$ cat src/design/assert_macros.svh
// ----------------------------------------------------------------------------
// Assertion macros
// Shared concurrent assertion forms for the matrix unit.
// ----------------------------------------------------------------------------
`ifndef ASSERT_MACROS_SVH
`define ASSERT_MACROS_SVH

// Same-cycle implication, disabled while reset is high
`define ASSERT_NOW(label, clk, rst, ante, cons, msg) \
  label: assert property (@(posedge clk) disable iff (rst) (ante) |-> (cons)) \
    else $error(msg);

// Next-cycle implication, disabled while reset is high
`define ASSERT_NEXT(label, clk, rst, ante, cons, msg) \
  label: assert property (@(posedge clk) disable iff (rst) (ante) |=> (cons)) \
    else $error(msg);

`endif

$ cat src/design/smma_pkg.sv
// ----------------------------------------------------------------------------
// smma_pkg
// Types, constants and helpers shared by the small matrix multiply/add unit.
// ----------------------------------------------------------------------------
`default_nettype none

package smma_pkg;

  // Sizes
  localparam int unsigned MAX_DIM_DEFAULT = 8;
  localparam int unsigned VALUE_WIDTH     = 32;
  localparam int unsigned FRAC_BITS       = 16;
  localparam int unsigned TERM_WIDTH      = 2 * VALUE_WIDTH - FRAC_BITS;
  localparam int unsigned ACC_WIDTH       = TERM_WIDTH + 3;
  localparam int unsigned DIM_WIDTH       = 4;
  localparam int unsigned MODE_WIDTH      = 2;
  localparam int unsigned INDEX_WIDTH     = 3;
  localparam int unsigned PADDR_WIDTH     = 4;
  localparam int unsigned PDATA_WIDTH     = 32;

  // Register indexes (paddr word offset)
  localparam logic [1:0] REG_ROW_COUNT   = 2'd0;
  localparam logic [1:0] REG_INNER_COUNT = 2'd1;
  localparam logic [1:0] REG_COL_COUNT   = 2'd2;
  localparam logic [1:0] REG_OP_MODE     = 2'd3;

  // Operation modes
  localparam logic [MODE_WIDTH-1:0] MODE_MULTIPLY     = 2'd0;
  localparam logic [MODE_WIDTH-1:0] MODE_ADD          = 2'd1;
  localparam logic [MODE_WIDTH-1:0] MODE_SUBTRACT     = 2'd2;
  localparam logic [MODE_WIDTH-1:0] MODE_MULTIPLY_ALT = 2'd3;

  // Register reset values
  localparam logic [DIM_WIDTH-1:0]  ROW_COUNT_RESET   = 4'd8;
  localparam logic [DIM_WIDTH-1:0]  INNER_COUNT_RESET = 4'd8;
  localparam logic [DIM_WIDTH-1:0]  COL_COUNT_RESET   = 4'd8;
  localparam logic [MODE_WIDTH-1:0] OP_MODE_RESET     = MODE_MULTIPLY;

  // Input word
  typedef struct packed {
    logic                          operand_select;
    logic signed [VALUE_WIDTH-1:0] element_value;
  } load_word_t;

  // Output word
  typedef struct packed {
    logic signed [VALUE_WIDTH-1:0] result_value;
    logic [INDEX_WIDTH-1:0]        result_row;
    logic [INDEX_WIDTH-1:0]        result_col;
    logic                          saturated;
    logic                          last_result;
  } result_word_t;

  // Kind of term formed by the shared unit
  typedef enum logic [1:0] {
    TERM_PRODUCT,
    TERM_SUM,
    TERM_DIFF
  } term_kind_t;

  // Sequencer to arithmetic unit controls
  typedef struct packed {
    logic       capture;
    logic       accumulate;
    logic       first;
    term_kind_t kind;
  } alu_ctrl_t;

  // Sequencer states
  typedef enum logic [2:0] {
    ST_IDLE,
    ST_READ,
    ST_MULT,
    ST_ACCUM,
    ST_EMIT
  } seq_state_t;

  // Zero acts as one, anything above the limit acts as the limit
  function automatic logic [DIM_WIDTH-1:0] dim_clamp(input logic [DIM_WIDTH-1:0] v,
                                                     input logic [DIM_WIDTH-1:0] limit);
    logic [DIM_WIDTH-1:0] d;
    d = v;
    if (v == '0) begin
      d = DIM_WIDTH'(1);
    end else if (v > limit) begin
      d = limit;
    end
    return d;
  endfunction

endpackage

`default_nettype wire

$ cat src/design/smma_alu.sv
// ----------------------------------------------------------------------------
// smma_alu
// Shared multiply / add / subtract unit with accumulator and saturation.
// ----------------------------------------------------------------------------
`default_nettype none

module smma_alu import smma_pkg::*; (
  input  logic                          clk,
  input  alu_ctrl_t                     ctrl,
  input  logic signed [VALUE_WIDTH-1:0] a,
  input  logic signed [VALUE_WIDTH-1:0] b,
  output logic signed [VALUE_WIDTH-1:0] sat_value,
  output logic                          clipped
);

  logic signed [2*VALUE_WIDTH-1:0]    product;
  logic signed [ACC_WIDTH-1:0]        term_next;
  logic signed [ACC_WIDTH-1:0]        term;
  logic signed [ACC_WIDTH-1:0]        acc;
  logic [ACC_WIDTH-VALUE_WIDTH:0]     upper;
  logic                               in_range;

  // Form one term: floored Q16.16 product, or element sum or difference
  always_comb begin
    product = a * b;
    unique case (ctrl.kind)
      TERM_PRODUCT: term_next = ACC_WIDTH'(product >>> FRAC_BITS);
      TERM_SUM:     term_next = ACC_WIDTH'(a) + ACC_WIDTH'(b);
      TERM_DIFF:    term_next = ACC_WIDTH'(a) - ACC_WIDTH'(b);
      default:      term_next = '0;
    endcase
  end

  // Hold the term, then add it in; the first term of an element restarts the sum
  always_ff @(posedge clk) begin
    if (ctrl.capture) begin
      term <= term_next;
    end
    if (ctrl.accumulate) begin
      acc <= (ctrl.first ? ACC_WIDTH'(0) : acc) + term;
    end
  end

  // Clip the sum to the value range
  always_comb begin
    upper    = acc[ACC_WIDTH-1:VALUE_WIDTH-1];
    in_range = (&upper) | ~(|upper);
    clipped  = ~in_range;
    if (in_range) begin
      sat_value = acc[VALUE_WIDTH-1:0];
    end else if (acc[ACC_WIDTH-1]) begin
      sat_value = {1'b1, {(VALUE_WIDTH-1){1'b0}}};
    end else begin
      sat_value = {1'b0, {(VALUE_WIDTH-1){1'b1}}};
    end
  end

endmodule

`default_nettype wire

$ cat config.mk
export PLATFORM = sky130hd
export DESIGN_NAME = smma_alu
export DESIGN_NICKNAME = d
export VERILOG_FILES = /design/src/design/assert_macros.svh /design/src/design/smma_pkg.sv /design/src/design/smma_alu.sv
export SDC_FILE = /design/constraint.sdc
export NUM_CORES = 2
export LEC_CHECK = 0
export ABC_CLOCK_PERIOD_IN_PS = 7980
export BUFFER_PORTS_ARGS = -buffer_cell sky130_fd_sc_hd__buf_2
export CAP_MARGIN = 20
export CORE_UTILIZATION = 35
export CTS_CLUSTER_DIAMETER = 80
export DETAILED_ROUTE_END_ITERATION = 7
export GPL_TIMING_DRIVEN = 0
export PLACE_DENSITY = 0.49
export SLEW_MARGIN = 10
export SYNTH_ARGS = -nofsm -noshare
export SYNTH_HDL_FRONTEND = slang
export SYNTH_SLANG_ARGS = --single-unit
$ cat constraint.sdc
create_clock -name clk -period 7.98 [get_ports clk]
set_input_delay 0.399 -clock clk [delete_from_list [all_inputs] [get_ports clk]]
set_output_delay 0.399 -clock clk [all_outputs]
set_load 0.02 [all_outputs]
==> reports/results.tsv <==
stage	metric	value	unit
status	run status	finished, final reports clean	
setup_path	Startpoint Class	primary input	
floorplan	IO Pins	103	
yosys	leading area contributor after synthesis	fa_1	
global_route	Overflow after GRT	0	
finish	layout filler cell count	13310	
sta	fin crit period	7.948	ns
global_route	initial antenna violation count	19	
drt	router iterations before antenna repair	5	
placed_design	RePlAce Congestion	0.9924	
hold_path	Hold Path Class	primary input to register	
yosys	post-synthesis register bit count	99	
yosys	Synth top cells by count	fa_1 (1084), inv_1 (1066), nand2_1 (554)	
yosys	Seq/Total Area, Yosys	6.505	%
yosys	FFs w/ async S/R, synth	0	%
yosys	library cells used by synthesis	76	
clock_tree	worst skew pair latency	0.36	ns
drt	vias per cell	5.237	
yosys	most numerous cell in the Yosys netlist	fa_1	
clock_tree	H-Tree Depth	3	
global_route	via count of the first global-routing pass	38330	
yosys	synthesized instance count	5011	
yosys	post-synthesis simple-gate area fraction	15.87	%
clock_tree	clk slew on worst S/H paths	0.07	ns
yosys	largest family of logic cells by synthesized area	adder cells	
sta	Hold Violations, Final	0	
clock_tree	total CTS buffers	9	
drt	Routed WL	186.0	mm
yosys	Post-synth EDFFs	99	
setup_path	Critical Path AT	8.01	ns
floorplan	num rows	132	
sta	Pins Over Slew Limit	0	
sta	clock skew	0.01172	ns
drt	drc violations	0	
sta	Worst-Margin Slew	1.017	ns
global_route	first-pass GRT wire length	269.7	mm
placed_design	# port buffers	102	
sta	fmax	0.1258	GHz
floorplan	Die Area	132000	um2
clock_tree	CTS tree	yes	
drt	WL per Instance	26.79	um
yosys	mux contribution to synthesized area	0.2245	%
sta	Final Worst Setup Slack	0.03150	ns
finish	Final #Nets	6632	
sta	Final Setup Violations	0	
clock_tree	CTS Buffer Depth	2	
yosys	syn nets	6460	
clock_tree	CTS Root Cell	clkbuf_16	
placed_design	worst slack, placed	-3.207	ns
drt	via count	36350	
yosys	Compound-Gate Fraction of Synth Area	8.871	%
sta	Relative slew margins	31.95	%
setup_path	CP required	8.04	ns
sta	RSZ-0062 raised after global routing	true	
yosys	XOR/XNOR Fraction of Synth Area	1.974	%
finish	synth-to-layout area growth	11.83	%
placed_design	DP HPWL	157.5	mm
setup_path	critical path endpoint category	register	
drt	Iteration-0 DRC Markers	3279	
yosys	Main synth FF type	edfxtp_1	
yosys	syn avg cell area	9.119	um2
global_route	gr usage total	28.62	%
floorplan	die height	363.3	um
yosys	top post-synthesis cells by area	fa_1 (47%), inv_1 (8.8%), ha_1 (8.1%), and2_1 (6.5%), edfxtp_1 (6.5%)	
sta	final hold slack	0.4548	ns
floorplan	core area	129500	um2
yosys	adder-cell area share of the yosys netlist	55.56	%
yosys	Ys Warns	0	
floorplan	Horiz. Die Dim	363.3	um
finish	share of layout cells above drive strength 1	10.39	%
flow_run	max cap viols	0	
yosys	Post-Syn Area	45700	um2
floorplan	initial core utilization	35.29	%
drt	Antenna Nets Post-Route	0	
global_route	largest net degree at the start of global routing	49	
setup_path	Setup CP Type	primary input to register	
clock_tree	Post-CTS Hold Fix Bufs	0	
sta	post-route clock period utilization	99.61	%
yosys	Yosys top cell area share	47.49	%
setup_path	Crit Path Max Fanout	10	
clock_tree	Sink Count	99	
path summary, 6_finish.rpt:
check,from,to,slack [ns],depth (start not counted)
worst max-delay path,a[25],term[32],0.03,23
worst min-delay path,ctrl[4],term[44],0.45,1
worst max register to register,acc[6],acc[47],3.82,13
worst min register to register,term[0],acc[0],0.57,1
cells by family after synthesis:
family                     after synthesis
AOI/OAI and AO/OA                      620
adders and majority gates             1379
DFF                                     99
and+or+nand+nor                       1466
xor gates and xnor gates               103
muxes                                   10
buffers and inverters                 1334
placed cells by master (no fill, tap or decap), types with 38 or more instances in the layout:
master    count
xnor2_1      63
nor2_1      193
edfxtp_1     99
buf_2        94
clkbuf_1     72
clkbuf_4     59
buf_4        81
ha_1        261
o21ai_0     121
nand2_1     548
a21o_1       77
fa_1       1059
clkbuf_8     38
and2_1      475
inv_1      1047
a21oi_1     151
registers in the layout, summed over array words and instances (netlist names):
| register | flops |
|---|---|
| acc | 51 |
| term | 48 |
what timing repair did:
item,in CTS,in global routing
setup buffers,31,28
pin swaps,23,42
endpoints found under the setup margin,41,29
gates resized for setup,443,183
stage by stage:
step,setup TNS [ns],util [%],cell area [um2],std cells
6_report,0,39.47,51100,6942
3_3_place_gp,-67.04,37.37,48390,6855
5_1_grt,-0.06685,39.45,51080,6932
4_1_cts,-0.02912,38.90,50360,6907
2_1_floorplan,0,-,45700,5011
3_5_place_dp,-62.23,37.50,48560,6866
metal layers:
metal / wire, um / GRT usage (%) / share of wire [%]
met5: 0 / 0 / 0
met4: 7085 / 9.837 / 3.8
met3: 16480 / 5.751 / 8.9
met2: 82430 / 44.62 / 44
met1: 79960 / 39.51 / 43
layout make-up:
class                           instances  area (um2)  share of cell area (%)
Tap cell                             1742        2180                   4.265
Multi-Input combinational cell       3578       38360                   75.06
Buffer                                254        1968                   3.851
Clock buffer                            9       225.2                  0.4407
Timing Repair Buffer                  173        1241                   2.429
Sequential cell                        99        2973                   5.817
Antenna cell                           12       30.03                 0.05876
Clock inverter                          7       67.56                  0.1322
Inverter                             1068        4063                   7.950
critical path: stages:
cell      delay, ns
buf_2          0.19
clkbuf_4       0.35
nand2_1        0.12
fa_1           0.60
fa_2           0.71
fa_1           0.48
fa_1           0.44
inv_1          0.19
fa_1           0.46
fa_2           0.67
fa_2           0.48
fa_2           0.55
ha_4           0.36
a21oi_1        0.10
o21ai_0        0.18
a211oi_1       0.09
a22oi_1        0.31
o21ai_4        0.14
or4_4          0.48
a21oi_2        0.20
a31oi_1        0.15
xor2_1         0.21
o21ai_1        0.12
Power is left out: the tool's default activity adds up to more than one toggle a clock period on the data nets, which glitch-free logic cannot reach.
